File: src/rtl/core/sfr_pkg.sv
// Shared types, status codes and check functions for the serial frame receiver.
`timescale 1ns / 1ps

package sfr_pkg;

    localparam int unsigned BYTE_W   = 8;
    localparam int unsigned STATUS_W = 3;
    localparam int unsigned CFG_IDX_W = 2;

    // End-of-frame status codes
    localparam logic [STATUS_W-1:0] ST_OK          = 3'd0;
    localparam logic [STATUS_W-1:0] ST_NOT_ADDR    = 3'd1;
    localparam logic [STATUS_W-1:0] ST_PAYLOAD_CRC = 3'd2;
    localparam logic [STATUS_W-1:0] ST_HEADER_CRC  = 3'd3;
    localparam logic [STATUS_W-1:0] ST_TOO_LONG    = 3'd4;

    localparam logic [15:0] XMODEM_POLY = 16'h1021;

    typedef struct packed {
        logic [BYTE_W-1:0] own_addr;
        logic [BYTE_W-1:0] bcast_addr;
        logic [BYTE_W-1:0] start_sym;
        logic [BYTE_W-1:0] max_len;
    } t_cfg;

    typedef struct packed {
        logic                has;
        logic                kind;
        logic [BYTE_W-1:0]   data;
        logic [STATUS_W-1:0] status;
        logic [BYTE_W-1:0]   frame_length;
        logic [BYTE_W-1:0]   source;
        logic [BYTE_W-1:0]   destination;
    } t_result;

    // Bytewise CRC-7 update of the header check
    function automatic logic [7:0] hcrc_step(input logic [7:0] crc, input logic [7:0] b);
        logic [7:0] d;
        d = b ^ {crc[6:0], 1'b0};
        if (d[7]) begin
            d = d ^ 8'h09;
        end
        return d ^ (crc & 8'h78) ^ {crc[3:0], 4'b0000} ^ {4'b0000, crc[6:3]};
    endfunction

    // Final fold of the header check, low bit forced high
    function automatic logic [7:0] hcrc_final(input logic [7:0] crc);
        logic [7:0] f;
        f = {crc[6:0], 1'b0} ^ {crc[3:0], 4'b0000} ^ (crc & 8'h70) ^ {4'b0000, crc[6:3]};
        return f | 8'h01;
    endfunction

    // CRC-16 XMODEM, one byte
    function automatic logic [15:0] xmodem_step(input logic [15:0] crc, input logic [7:0] b);
        logic [15:0] c;
        c = crc ^ {b, 8'h00};
        for (int i = 0; i < 8; i++) begin
            if (c[15]) begin
                c = {c[14:0], 1'b0} ^ XMODEM_POLY;
            end else begin
                c = {c[14:0], 1'b0};
            end
        end
        return c;
    endfunction

endpackage

File: src/rtl/core/serial_frame_receiver.sv
// Top level of the serial frame receiver: input register, frame logic, result register.
`timescale 1ns / 1ps

// The receiver takes one received byte per beat on the input channel and
// delivers at most one result beat per byte: a payload byte (kind 0) or an
// end-of-frame status (kind 1: ok, not addressed, payload CRC error, header
// CRC error, too long). Every beat carries the length, source and destination
// of the current header. A byte is taken every clock cycle when the output
// side keeps up; a byte lands in the input register, is worked through the
// frame state machine and CRC logic, and its result is then loaded into the
// result register. The single input register and single result register
// set the throughput of one byte per cycle; a stalled output holds both
// stages and back-pressures the input. Configuration registers (own address,
// broadcast address, start symbol, maximum length) are written through the
// configuration channel, which is always ready; write them only while no
// frame is in flight.

module serial_frame_receiver
    import sfr_pkg::*;
(
    input  logic                 i_clk,
    input  logic                 i_rst_n,
    // byte input
    input  logic                 i_in_valid,
    output logic                 o_in_ready,
    input  logic [BYTE_W-1:0]    i_rx_byte,
    // result output
    output logic                 o_out_valid,
    input  logic                 i_out_ready,
    output logic                 o_kind,
    output logic [BYTE_W-1:0]    o_data,
    output logic [STATUS_W-1:0]  o_status,
    output logic [BYTE_W-1:0]    o_frame_length,
    output logic [BYTE_W-1:0]    o_source,
    output logic [BYTE_W-1:0]    o_destination,
    // configuration writes
    input  logic                 i_cfg_valid,
    output logic                 o_cfg_ready,
    input  logic [CFG_IDX_W-1:0] i_cfg_index,
    input  logic [BYTE_W-1:0]    i_cfg_data
);

    localparam logic [CFG_IDX_W-1:0] CFG_OWN_ADDR   = 2'd0;
    localparam logic [CFG_IDX_W-1:0] CFG_BCAST_ADDR = 2'd1;
    localparam logic [CFG_IDX_W-1:0] CFG_START_SYM  = 2'd2;
    localparam logic [CFG_IDX_W-1:0] CFG_MAX_LEN    = 2'd3;

    t_cfg              r_cfg;
    logic              r_in_valid;
    logic [BYTE_W-1:0] r_in_byte;
    logic              r_out_valid;
    t_result           r_out;
    t_result           step_result;
    logic              step;

    // Advance the byte in the input register when the result slot is free
    // or is being emptied in this cycle.
    assign step        = r_in_valid && (!r_out_valid || i_out_ready);
    assign o_in_ready  = !r_in_valid || step;
    assign o_cfg_ready = 1'b1;

    always_ff @(posedge i_clk) begin
        if (!i_rst_n) begin
            r_cfg.own_addr   <= 8'd0;
            r_cfg.bcast_addr <= 8'd255;
            r_cfg.start_sym  <= 8'd1;
            r_cfg.max_len    <= 8'd255;
        end else if (i_cfg_valid) begin
            unique case (i_cfg_index)
                CFG_OWN_ADDR:   r_cfg.own_addr   <= i_cfg_data;
                CFG_BCAST_ADDR: r_cfg.bcast_addr <= i_cfg_data;
                CFG_START_SYM:  r_cfg.start_sym  <= i_cfg_data;
                CFG_MAX_LEN:    r_cfg.max_len    <= i_cfg_data;
                default: ;
            endcase
        end
    end

    // Input register
    always_ff @(posedge i_clk) begin
        if (!i_rst_n) begin
            r_in_valid <= 1'b0;
        end else if (o_in_ready) begin
            r_in_valid <= i_in_valid;
        end
    end

    always_ff @(posedge i_clk) begin
        if (i_in_valid && o_in_ready) begin
            r_in_byte <= i_rx_byte;
        end
    end

    sfr_frame_fsm u_fsm (
        .i_clk    (i_clk),
        .i_rst_n  (i_rst_n),
        .i_step   (step),
        .i_byte   (r_in_byte),
        .i_cfg    (r_cfg),
        .o_result (step_result)
    );

    // Result register: load on a producing step, drop when taken
    always_ff @(posedge i_clk) begin
        if (!i_rst_n) begin
            r_out_valid <= 1'b0;
        end else if (step) begin
            r_out_valid <= step_result.has;
        end else if (i_out_ready) begin
            r_out_valid <= 1'b0;
        end
    end

    always_ff @(posedge i_clk) begin
        if (step && step_result.has) begin
            r_out <= step_result;
        end
    end

    assign o_out_valid    = r_out_valid;
    assign o_kind         = r_out.kind;
    assign o_data         = r_out.data;
    assign o_status       = r_out.status;
    assign o_frame_length = r_out.frame_length;
    assign o_source       = r_out.source;
    assign o_destination  = r_out.destination;

endmodule

File: src/rtl/core/sfr_frame_fsm.sv
// Frame state machine: hunts, checks the header, tracks payload and CRC bytes.
`timescale 1ns / 1ps

module sfr_frame_fsm
    import sfr_pkg::*;
(
    input  logic              i_clk,
    input  logic              i_rst_n,
    input  logic              i_step,
    input  logic [BYTE_W-1:0] i_byte,
    input  t_cfg              i_cfg,
    output t_result           o_result
);

    localparam logic [2:0] PH_HUNT    = 3'd0;
    localparam logic [2:0] PH_HEADER  = 3'd1;
    localparam logic [2:0] PH_PAYLOAD = 3'd2;
    localparam logic [2:0] PH_CRC_LO  = 3'd3;
    localparam logic [2:0] PH_CRC_HI  = 3'd4;

    logic [2:0]        r_phase,   n_phase;
    logic [1:0]        r_hdr_idx, n_hdr_idx;
    logic [BYTE_W-1:0] r_len,     n_len;
    logic [BYTE_W-1:0] r_dst,     n_dst;
    logic [BYTE_W-1:0] r_src,     n_src;
    logic [7:0]        r_hcrc,    n_hcrc;
    logic [15:0]       r_pcrc,    n_pcrc;
    logic [BYTE_W-1:0] r_count,   n_count;
    logic [BYTE_W-1:0] r_crc_lo,  n_crc_lo;
    logic              r_too_long, n_too_long;

    logic [BYTE_W-1:0] count_inc;
    logic [15:0]       crc_got;

    assign count_inc = r_count + 8'd1;
    assign crc_got   = {i_byte, r_crc_lo};

    always_comb begin
        n_phase    = r_phase;
        n_hdr_idx  = r_hdr_idx;
        n_len      = r_len;
        n_dst      = r_dst;
        n_src      = r_src;
        n_hcrc     = r_hcrc;
        n_pcrc     = r_pcrc;
        n_count    = r_count;
        n_crc_lo   = r_crc_lo;
        n_too_long = r_too_long;

        o_result              = '0;
        o_result.frame_length = r_len;
        o_result.source       = r_src;
        o_result.destination  = r_dst;

        unique case (r_phase)
            PH_HEADER: begin
                if (r_hdr_idx != 2'd3) begin
                    n_hcrc    = hcrc_step(r_hcrc, i_byte);
                    n_hdr_idx = r_hdr_idx + 2'd1;
                    if (r_hdr_idx == 2'd0) begin
                        n_len = i_byte;
                    end else if (r_hdr_idx == 2'd1) begin
                        n_dst = i_byte;
                    end else begin
                        n_src = i_byte;
                    end
                end else begin
                    n_hdr_idx = 2'd0;
                    if (i_byte != hcrc_final(r_hcrc)) begin
                        // drop the frame and hunt again
                        n_phase         = PH_HUNT;
                        o_result.has    = 1'b1;
                        o_result.kind   = 1'b1;
                        o_result.status = ST_HEADER_CRC;
                    end else begin
                        n_too_long = r_len > i_cfg.max_len;
                        n_pcrc     = '0;
                        n_count    = '0;
                        n_phase    = (r_len == '0) ? PH_CRC_LO : PH_PAYLOAD;
                    end
                end
            end
            PH_PAYLOAD: begin
                n_pcrc  = xmodem_step(r_pcrc, i_byte);
                n_count = count_inc;
                if (count_inc == r_len) begin
                    n_phase = PH_CRC_LO;
                end
                o_result.has  = !r_too_long;
                o_result.data = i_byte;
            end
            PH_CRC_LO: begin
                n_crc_lo = i_byte;
                n_phase  = PH_CRC_HI;
            end
            PH_CRC_HI: begin
                n_phase       = PH_HUNT;
                n_too_long    = 1'b0;
                o_result.has  = 1'b1;
                o_result.kind = 1'b1;
                if (r_too_long) begin
                    o_result.status = ST_TOO_LONG;
                end else if (crc_got != r_pcrc) begin
                    o_result.status = ST_PAYLOAD_CRC;
                end else if (r_dst == i_cfg.own_addr || r_dst == i_cfg.bcast_addr) begin
                    o_result.status = ST_OK;
                end else begin
                    o_result.status = ST_NOT_ADDR;
                end
            end
            default: begin
                // hunting, and any unused code
                n_phase = PH_HUNT;
                if (i_byte == i_cfg.start_sym) begin
                    n_phase   = PH_HEADER;
                    n_hdr_idx = 2'd0;
                    n_hcrc    = '0;
                end
            end
        endcase

        if (!i_step) begin
            o_result.has = 1'b0;
        end
    end

    always_ff @(posedge i_clk) begin
        if (!i_rst_n) begin
            r_phase    <= PH_HUNT;
            r_hdr_idx  <= '0;
            r_len      <= '0;
            r_dst      <= '0;
            r_src      <= '0;
            r_hcrc     <= '0;
            r_pcrc     <= '0;
            r_count    <= '0;
            r_crc_lo   <= '0;
            r_too_long <= 1'b0;
        end else if (i_step) begin
            r_phase    <= n_phase;
            r_hdr_idx  <= n_hdr_idx;
            r_len      <= n_len;
            r_dst      <= n_dst;
            r_src      <= n_src;
            r_hcrc     <= n_hcrc;
            r_pcrc     <= n_pcrc;
            r_count    <= n_count;
            r_crc_lo   <= n_crc_lo;
            r_too_long <= n_too_long;
        end
    end

endmodule
File: config.mk
export PLATFORM = sky130hd
export DESIGN_NAME = serial_frame_receiver
export DESIGN_NICKNAME = d
export VERILOG_FILES = /design/src/rtl/core/sfr_pkg.sv /design/src/rtl/core/serial_frame_receiver.sv /design/src/rtl/core/sfr_frame_fsm.sv
export SDC_FILE = /design/constraint.sdc
export NUM_CORES = 1
export LEC_CHECK = 0
export BUFFER_PORTS_ARGS = -buffer_cell sky130_fd_sc_hd__buf_4
export CORE_UTILIZATION = 53
export CTS_CLUSTER_SIZE = 14
export DETAILED_ROUTE_END_ITERATION = 6
export PLACE_DENSITY = 0.75
export SYNTH_ARGS = -nofsm -noshare
export SYNTH_HDL_FRONTEND = slang
export SYNTH_SLANG_ARGS = --single-unit
File: constraint.sdc
create_clock -name i_clk -period 3.7 [get_ports i_clk]
set_input_delay 0.74 -clock i_clk [delete_from_list [all_inputs] [get_ports i_clk]]
set_output_delay 0.74 -clock i_clk [all_outputs]
set_load 0.1 [all_outputs]
==> results.py, run 1 <==
metrics = {
    "worst_setup_path": {
        "worst_path_dominant_cell_family": "simple AND/OR/NAND/NOR gates",
        "crit_path_end_kind": "register",
        "start_kind": "register",
        "rrSetupSlack_ns": 0.75,
        "crit_fanout": 26,
        "cp_slowest_cell": "edfxtp_1",
        "reg2reg_from": "r_in_byte[4]",
        "r2r.worst_path.cells": 7,
        "required_ns": 3.87,
        "crit_chain": "xor3_1 > or3_1 > a211oi_2 > nand3_2 > nand2_1 > a21oi_4 > buf_12",
        "r2r-end": "o_frame_length[1]",
        "crit_type": "register to register",
        "slowest_delay_ns": 0.57,
        "cp.arrival_ns": 3.12,
        "worst-path-buf-inv": 1,
    },
    "synthesis": {
        "syn_inst": 672,
        "async_flop_share": 0,
        "syn_area_per_cell_um2": 9.957,
        "yosysTopAreaCell": "dfxtp_1",
        "synthTopCellsByCount": "dfxtp_1 (103), nand2_1 (73), nor2_1 (61)",
        "yosysMostFrequentCell": "dfxtp_1",
        "synth_area_mm2": 0.006691,
        "synthesis.nets": 708,
        "synth_edf_count": 44,
        "synth.top_cell.area_share": 0.3082,
        "seq_area_frac_synth": 0.5056,
        "yosys_warnings": 0,
        "synthTopCellsByArea": "dfxtp_1 (31%), edfxtp_1 (20%), mux2i_1 (6.1%)",
        "ys_ff_latch": 147,
        "ys_types": 54,
        "synth-main-ff-cell": "dfxtp_1",
    },
    "drt": {
        "drt_first_pass_iters": 5,
        "vias": 5092,
        "wl_um": 15510,
        "drt_iter0_markers": 522,
        "drc": 0,
        "routedWlPerCell_um": 17.18,
        "ant_nets": 0,
        "vias_per_cell": 5.639,
    },
    "sta": {
        "whs_ns": 0.4403,
        "fmaxAchievable_mhz": 338.5,
        "final_hold_viol_count": 0,
        "slew_violations": 0,
        "rsz0062_at_grt": "no",
        "finalClockSkew_ns": 0.008520,
        "setup_viol": 0,
        "worst_pin_slew_ns": 0.6769,
        "period_share": 0.7985,
        "min_period_ns": 2.954,
        "relSlewSlack": 0.5452,
        "finalSetupTns_ns": 0,
    },
    "clock_tree": {
        "cts_resized": 0,
        "cts.hold.buffers_added": 0,
        "clock_path_buffers": 2,
        "h-tree-depth": 4,
        "clock_latency_ns": 0.42,
        "root_buffer": "clkbuf_16",
        "cts_tree": "built",
        "tritoncts.num_buffers": 17,
        "clock-sinks": 147,
        "clk_pin_slew_ns": 0.06,
        "postCtsSetupBuffers": 0,
    },
    "die": {
        "die_w_um": 114.4,
        "initial_core_util": 0.5502,
        "coreArea_mm2": 0.01216,
        "placementRows": 40,
        "ios": 62,
        "dieArea_mm2": 0.01308,
        "fp.dieH_um": 114.4,
    },
    "run": {
        "maxCapViolCount": 0,
    },
    "placement": {
        "numPortBuffers": 60,
        "hpwl_um": 11070,
        "placed_cell_area_mm2": 0.007288,
        "gp_congestion": 0.9243,
    },
    "final_layout": {
        "final_area_mm2": 0.007814,
        "finalNetCount": 758,
        "fillers": 957,
        "layout-drive-gt1-share": 0.1483,
        "synthToLayoutAreaGrowth_pct": 16.77,
        "antenna_cells": 0,
    },
    "outcome": {
        "status": "completed",
    },
    "global_route": {
        "grt_antenna_before_repair": 0,
        "grt_overflow": 0,
        "track_usage": 0.2569,
        "grt_pass1_vias": 4897,
        "grt_first_pass_wirelength_um": 25270,
        "grt_max_degree": 49,
    },
    "hold_path": {
        "hold_start": "u_fsm.r_src[2]",
        "hold_end": "o_source[2]",
        "hp-class": "register to register",
        "hold_path_depth": 0,
    },
    "pwr": {
        "p_leak_nw": 3.133,
        "power.density_mw_per_mm2": 441.8,
        "max-vdd-ir-drop_mv": 0.3762,
    },
}
## placed cells by master (no fill, tap or decap), types with 6 or more instances in the layout
cell type,instances
o21ai_0,13
nor2b_1,7
mux2i_1,41
clkbuf_16,17
a21oi_1,24
nand4_1,7
clkinv_2,6
nand2b_1,6
ha_1,13
buf_4,72
o22ai_1,18
nand2_1,73
a31oi_1,6
dfxtp_1,103
nor2_1,61
nor3_1,7
and2_1,12
nand3_1,24
xnor2_1,38
inv_1,18
clkbuf_1,7
o211ai_1,11
nor4_1,11
edfxtp_1,44
xor2_1,43
## registers in the layout, summed over array words and instances, names as in the netlist, 2 cells and up
signal and flops:
r_cfg 32, o_data 8, u_fsm.r_pcrc 16, u_fsm.r_crc_lo 8
o_destination 8, u_fsm.r_hdr_idx 2, o_source 8, o_status 3
u_fsm.r_src 8, u_fsm.r_hcrc 7, u_fsm.r_len 8, u_fsm.r_count 8
o_frame_length 8, u_fsm.r_dst 8, r_in_byte 8, u_fsm.r_phase 3
## worst max-delay path by stage
| stage | start | endpoint | slack [ns] | depth (start not counted) |
|---|---|---|---|---|
| final | r_in_byte[4] | o_frame_length[1] | 0.75 | 7 |
| after global routing | r_in_byte[4] | o_frame_length[0] | 0.64 | 7 |
| after CTS | r_in_byte[4] | o_frame_length[1] | 0.78 | 7 |
| after detailed placement | r_in_byte[4] | o_frame_length[7] | 0.79 | 7 |
| after global placement | r_in_byte[4] | o_frame_length[7] | 0.92 | 7 |
| after floorplan | r_in_byte[4] | o_data[0] | 0.10 | 7 |
## cell type report
cell class | count | area [µm²] | area share
clock inverter | 7 | 60.06 | 0.007686
clock buffer | 25 | 465.4 | 0.05957
multi-input combinational | 465 | 3067 | 0.3925
timing repair buffer | 73 | 560.5 | 0.07174
inverter | 18 | 67.56 | 0.008647
sequential | 147 | 3383 | 0.4330
tap | 168 | 210.2 | 0.02690
## logic make-up after synthesis
family / synth area share
other: 0.0005604
DFF: 0.5056
xor gates and xnor gates: 0.1096
AOI/OAI and AO/OA: 0.1027
adders and majority gates: 0.02431
buffers and inverters: 0.03777
and+or+nand+nor: 0.1582
muxes: 0.06133
## metrics by stage
stage	std cells	power [mW]	util	worst slack, ns
5_1_grt	903	3.571	0.6425	0.6418
3_3_place_gp	871	1.929	0.5993	0.9163
3_5_place_dp	871	1.938	0.5993	0.7926
2_1_floorplan	672	1.866	-	0.1010
4_1_cts	903	3.473	0.6425	0.7792
6_report	903	3.452	0.6425	0.7457
## routing by layer
metal,track usage,up-vias,wire [µm]
li1,-,2432,-
met1,0.3291,2461,6778
met2,0.4149,177,7527
met3,0.07200,22,933
met4,0.09524,0,272
met5,0,-,0
## report_power, final
part	switching [mW]	total, mW	internal [mW]
clock network	0.612	1.55	0.934
registers	0.0291	1.70	1.68
logic	0.120	0.202	0.0823
(Power assumes the default switching activity.)
==> run 2, diff against run 1 <==
Settings changed: CORE_UTILIZATION 53 to 59, PLACE_DENSITY 0.75 to 0.79.
Clock period 3.7 ns to 3 ns, I/O delays scaled along.
==> results.py, run 2 (synthesis gave the netlist of run 1 again) <==
metrics = {
    "placement": {
        "hpwl_um": 10480,
        "post-place-ws_ns": 0.3483,
        "numPortBuffers": 60,
        "gp_congestion": 0.8495,
        "dp.cells": 846,
        "placed_cell_area_mm2": 0.007263,
    },
    "clock_tree": {
        "clock_path_buffers": 2,
        "postCtsSetupBuffers": 0,
        "root_buffer": "clkbuf_16",
        "cts.hold.buffers_added": 0,
        "clock_latency_ns": 0.43,
        "cts_tree": "built",
        "cts_resized": 0,
        "h-tree-depth": 4,
        "clock-sinks": 147,
        "tritoncts.num_buffers": 17,
        "clk_pin_slew_ns": 0.06,
    },
    "drt": {
        "wl_um": 15380,
        "routedWlPerCell_um": 17.51,
        "vias_per_cell": 5.818,
        "drt_first_pass_iters": 5,
        "ant_nets": 0,
        "drc": 0,
        "drt_iter0_markers": 279,
        "vias": 5108,
    },
    "pwr": {
        "max-vdd-ir-drop_mv": 0.5703,
        "power.density_mw_per_mm2": 593.6,
        "p_leak_nw": 3.200,
        "fin_total_pwr_mw": 4.701,
    },
    "sta": {
        "relSlewSlack": 0.5182,
        "worst_pin_slew_ns": 0.7161,
        "fmaxAchievable_mhz": 374.8,
        "period_share": 0.8894,
        "setup_viol": 0,
        "min_period_ns": 2.668,
        "rsz0062_at_grt": "no",
        "whs_ns": 0.3476,
        "finalSetupTns_ns": 0,
        "slew_violations": 0,
        "finalClockSkew_ns": 0.007037,
        "final_hold_viol_count": 0,
        "worst_slack_ns": 0.3317,
    },
    "worst_setup_path": {
        "r2r-end": "o_frame_length[3]",
        "crit_fanout": 36,
        "cp.arrival_ns": 2.80,
        "required_ns": 3.13,
        "rrSetupSlack_ns": 0.33,
        "reg2reg_from": "r_in_byte[4]",
        "slowest_delay_ns": 0.45,
        "crit_path_end_kind": "register",
        "worst-path-buf-inv": 1,
        "crit_type": "register to register",
        "start_kind": "register",
        "crit_chain": "xor3_1 > or3_1 > a211oi_2 > nand3_2 > nand2_1 > a21oi_4 > buf_4",
        "worst_path_dominant_cell_family": "simple AND/OR/NAND/NOR gates",
        "cp_slowest_cell": "xor3_1",
        "r2r.worst_path.cells": 7,
    },
    "die": {
        "coreArea_mm2": 0.01094,
        "placementRows": 38,
        "dieArea_mm2": 0.01177,
        "fp.dieH_um": 108.5,
        "die_w_um": 108.5,
        "ios": 62,
        "initial_core_util": 0.6119,
    },
    "final_layout": {
        "reg_top3": "r_cfg x32, u_fsm.r_pcrc x16",
        "synthToLayoutAreaGrowth_pct": 18.34,
        "final_cells": 878,
        "finalNetCount": 761,
        "largest_reg_flops": 32,
        "final_common_cell": "dfxtp_1",
        "final_area_mm2": 0.007919,
        "utilization": 0.7241,
        "final_cell_mix": "dfxtp_1 (103), buf_4 (76), nand2_1 (73)",
        "layout-drive-gt1-share": 0.1572,
        "register_area_mm2": 0.003383,
        "fillers": 788,
        "multiInputGateArea_mm2": 0.003067,
        "top_register": "r_cfg",
        "antenna_cells": 0,
    },
    "global_route": {
        "track_usage": 0.2828,
        "grt_antenna_before_repair": 0,
        "grt_max_degree": 49,
        "grt_overflow": 0,
        "grt_pass1_vias": 4910,
        "grt_first_pass_wirelength_um": 24720,
    },
    "hold_path": {
        "hp-class": "primary input to register",
        "hold_start": "i_rx_byte[7]",
        "hold_end": "r_in_byte[7]",
        "hold_path_depth": 1,
    },
    "run": {
        "maxCapViolCount": 0,
    },
    "outcome": {
        "status": "completed",
    },
}
run 2: cell types whose count changed in the layout (fill, tap and decap cells not counted), moves of 2 or more:
cell,change
buf_4,+4
bufinv_16,+4
clkbuf_1,-7
clkinv_1,+3
clkinv_2,-4
clkinv_4,+2
run 2: area by class of cell:
| cell class | instances | share of cell area |
|---|---|---|
| repair buffers | 76 | 0.07205 |
| well taps | 140 | 0.02212 |
| multi-input cells | 465 | 0.3873 |
| inverters | 18 | 0.008532 |
| flip-flops and latches | 147 | 0.4272 |
| clock buffers | 18 | 0.05688 |
| clock inverters | 14 | 0.02591 |
run 2: how the worst max path moves through the flow:
stage                             from           endpoint  slack [ns]  cells after the start
after global placement    r_in_byte[4]  o_frame_length[7]        0.46                      7
after detailed placement  r_in_byte[4]  o_frame_length[7]        0.35                      7
after floorplan           r_in_byte[4]          o_data[0]        0.11                      7
final                     r_in_byte[4]  o_frame_length[3]        0.33                      7
after CTS                 r_in_byte[4]        o_source[6]        0.34                      7
after global routing      r_in_byte[4]   u_fsm.r_pcrc[12]        0.23                      7
run 2: where the power goes:
group / total, mW / internal, mW / switching (mW)
registers: 2.10 / 2.07 / 0.0348
logic: 0.255 / 0.104 / 0.151
clock network: 2.35 / 1.52 / 0.828
total: 4.70 / 3.69 / 1.01
run 2: worst register-to-register path, stage by stage (launching register included):
cell,delay [ns]
edfxtp_1,0.40
xor3_1,0.45
or3_1,0.38
a211oi_2,0.28
nand3_2,0.23
nand2_1,0.25
a21oi_4,0.07
buf_4,0.28
run 2: routing by layer:
layer  global-route usage  vias up  share of wire
li1                     -     2442              -
met5                    0        -              0
met4               0.1197        0          0.023
met2               0.4788      157           0.50
met1               0.3440     2480           0.42
met3              0.06691       29          0.051
==> run 3, diff against run 2 <==
Settings changed: PLACE_DENSITY 0.79 to default, PLACE_DENSITY_LB_ADDON from default to 0.08, SKIP_LAST_GASP from default to 1.
==> results.py, run 3 (synthesis gave the netlist of run 1 again) <==
metrics = {
    "die": {
        "dieArea_mm2": 0.01177,
        "coreArea_mm2": 0.01094,
        "placementRows": 38,
        "die_w_um": 108.5,
        "fp.dieH_um": 108.5,
        "ios": 62,
        "initial_core_util": 0.6119,
    },
    "drt": {
        "vias": 5044,
        "top_layer_used": "met4",
        "vias_per_cell": 5.738,
        "routed-wl-met2_um": 7869,
        "routedWlPerCell_um": 17.80,
        "ant_nets": 0,
        "wl_um": 15640,
        "wirelength_met1_um": 6725,
        "drt_iter0_markers": 279,
        "drt_first_pass_iters": 7,
        "detailroute.wirelength.met3_um": 717,
        "drc": 0,
    },
    "worst_setup_path": {
        "slowest_delay_ns": 0.43,
        "crit_start": "r_in_byte[4]",
        "cp.arrival_ns": 2.79,
        "r2r-end": "o_frame_length[1]",
        "reg2reg_from": "r_in_byte[4]",
        "crit_end": "o_frame_length[1]",
        "cp_slowest_cell": "xor3_1",
        "crit_type": "register to register",
        "crit_chain": "xor3_1 > or3_1 > a211oi_2 > nand3_2 > nand2_1 > a21oi_4 > buf_4",
        "r2r.worst_path.cells": 7,
        "rrSetupSlack_ns": 0.33,
        "required_ns": 3.12,
        "start_kind": "register",
        "crit_fanout": 36,
        "crit_path_end_kind": "register",
    },
    "hold_path": {
        "hp-class": "primary input to register",
    },
    "sta": {
        "period_share": 0.8904,
        "fmaxAchievable_mhz": 374.4,
        "rsz0062_at_grt": "no",
        "worst_pin_slew_ns": 0.6448,
        "slew_violations": 0,
        "finalClockSkew_ns": 0.006967,
        "setup_viol": 0,
        "finalSetupTns_ns": 0,
        "relSlewSlack": 0.5662,
        "final_hold_viol_count": 0,
        "min_period_ns": 2.671,
    },
    "placement": {
        "gp_congestion": 0.8557,
        "numPortBuffers": 60,
        "hpwl_um": 10850,
    },
    "clock_tree": {
        "clock-sinks": 147,
        "root_buffer": "clkbuf_16",
        "clock_latency_ns": 0.41,
        "tritoncts.num_buffers": 17,
        "clk_pin_slew_ns": 0.06,
        "clock_path_buffers": 2,
        "h-tree-depth": 4,
        "cts_tree": "built",
        "cts_resized": 0,
        "postCtsSetupBuffers": 0,
        "cts.hold.buffers_added": 0,
    },
    "global_route": {
        "grt_antenna_before_repair": 0,
        "grt_overflow": 0,
        "grt_first_pass_wirelength_um": 25200,
        "grt_max_degree": 57,
        "grt_pass1_vias": 5077,
        "track_usage": 0.2838,
    },
    "run": {
        "maxCapViolCount": 0,
    },
    "final_layout": {
        "top_register": "r_cfg",
        "final_cell_mix": "dfxtp_1 (103), buf_4 (77), nand2_1 (73)",
        "utilization": 0.7150,
        "synthToLayoutAreaGrowth_pct": 16.85,
        "layout-drive-gt1-share": 0.1624,
        "largest_reg_flops": 32,
        "antenna_cells": 0,
        "fillers": 824,
        "reg_top3": "r_cfg x32, u_fsm.r_pcrc x16",
        "finalNetCount": 762,
        "final_common_cell": "dfxtp_1",
    },
    "pwr": {
        "seqPwrFrac": 0.487,
        "clockPowerShare": 0.454,
        "swShare": 0.2470,
        "p_int_mw": 3.249,
        "max-vdd-ir-drop_mv": 0.4223,
        "p_comb_frac": 0.059,
        "p_switching_mw": 1.066,
        "power.density_mw_per_mm2": 551.9,
        "p_leak_nw": 3.156,
    },
    "outcome": {
        "status": "completed",
    },
}
run 3: power groups by stage:
stage | Sequential [mW] | Clock, mW | Combinational [mW]
floorplan | 2.12 | 0 | 0.184
finish | 2.10 | 1.96 | 0.256
global route | 2.10 | 2.06 | 0.277
detailed placement | 2.14 | 0 | 0.252
global placement | 2.14 | 0 | 0.246
CTS | 2.10 | 1.98 | 0.256
run 3: worst min path at each step:
stage                               from           end  slack [ns]  depth (start not counted)
after floorplan           u_fsm.r_src[0]   o_source[0]        0.41                          0
after global placement    u_fsm.r_src[1]   o_source[1]        0.42                          0
after global routing        i_rx_byte[0]  r_in_byte[0]        0.35                          1
after CTS                   i_rx_byte[7]  r_in_byte[7]        0.35                          1
final                       i_rx_byte[7]  r_in_byte[7]        0.36                          1
after detailed placement  u_fsm.r_src[7]   o_source[7]        0.42                          0
run 3: routing by layer:
metal  track usage  up-vias
met4        0.1236        0
met3       0.04581       30
li1              -     2449
met2        0.4928      143
met5             0        -
met1        0.3463     2422
run 3: area by class of cell:
type                       instances  area (µm²)  area share
sequential                       147        3383      0.4327
multi-input combinational        465        3067      0.3922
timing repair buffer              77       578.1     0.07393
clock buffer                      17       425.4     0.05441
tap                              140       175.2     0.02240
clock inverter                    15       122.6     0.01568
inverter                          18       67.56    0.008641
run 3: stage by stage:
| step | std cells | hold slack, ns | worst slack [ns] | area, µm² | power, mW |
|---|---|---|---|---|---|
| 2_1_floorplan | 672 | 0.4076 | 0.1057 | 6695 | 2.302 |
| 3_3_place_gp | 847 | 0.4157 | 0.4479 | 7271 | 2.389 |
| 3_5_place_dp | 847 | 0.4194 | 0.3533 | 7271 | 2.396 |
| 4_1_cts | 879 | 0.3482 | 0.3421 | 7819 | 4.337 |
| 5_1_grt | 879 | 0.3503 | 0.2235 | 7819 | 4.440 |
| 6_report | 879 | 0.3599 | 0.3289 | 7819 | 4.315 |
run 3: critical path, delay by kind of cell (launching register included):
family | cells | cell delay, ns
simple gates | 3 | 0.87
xor+xnor | 1 | 0.43
flops | 1 | 0.40
compound gates | 2 | 0.37
buf+inv | 1 | 0.28
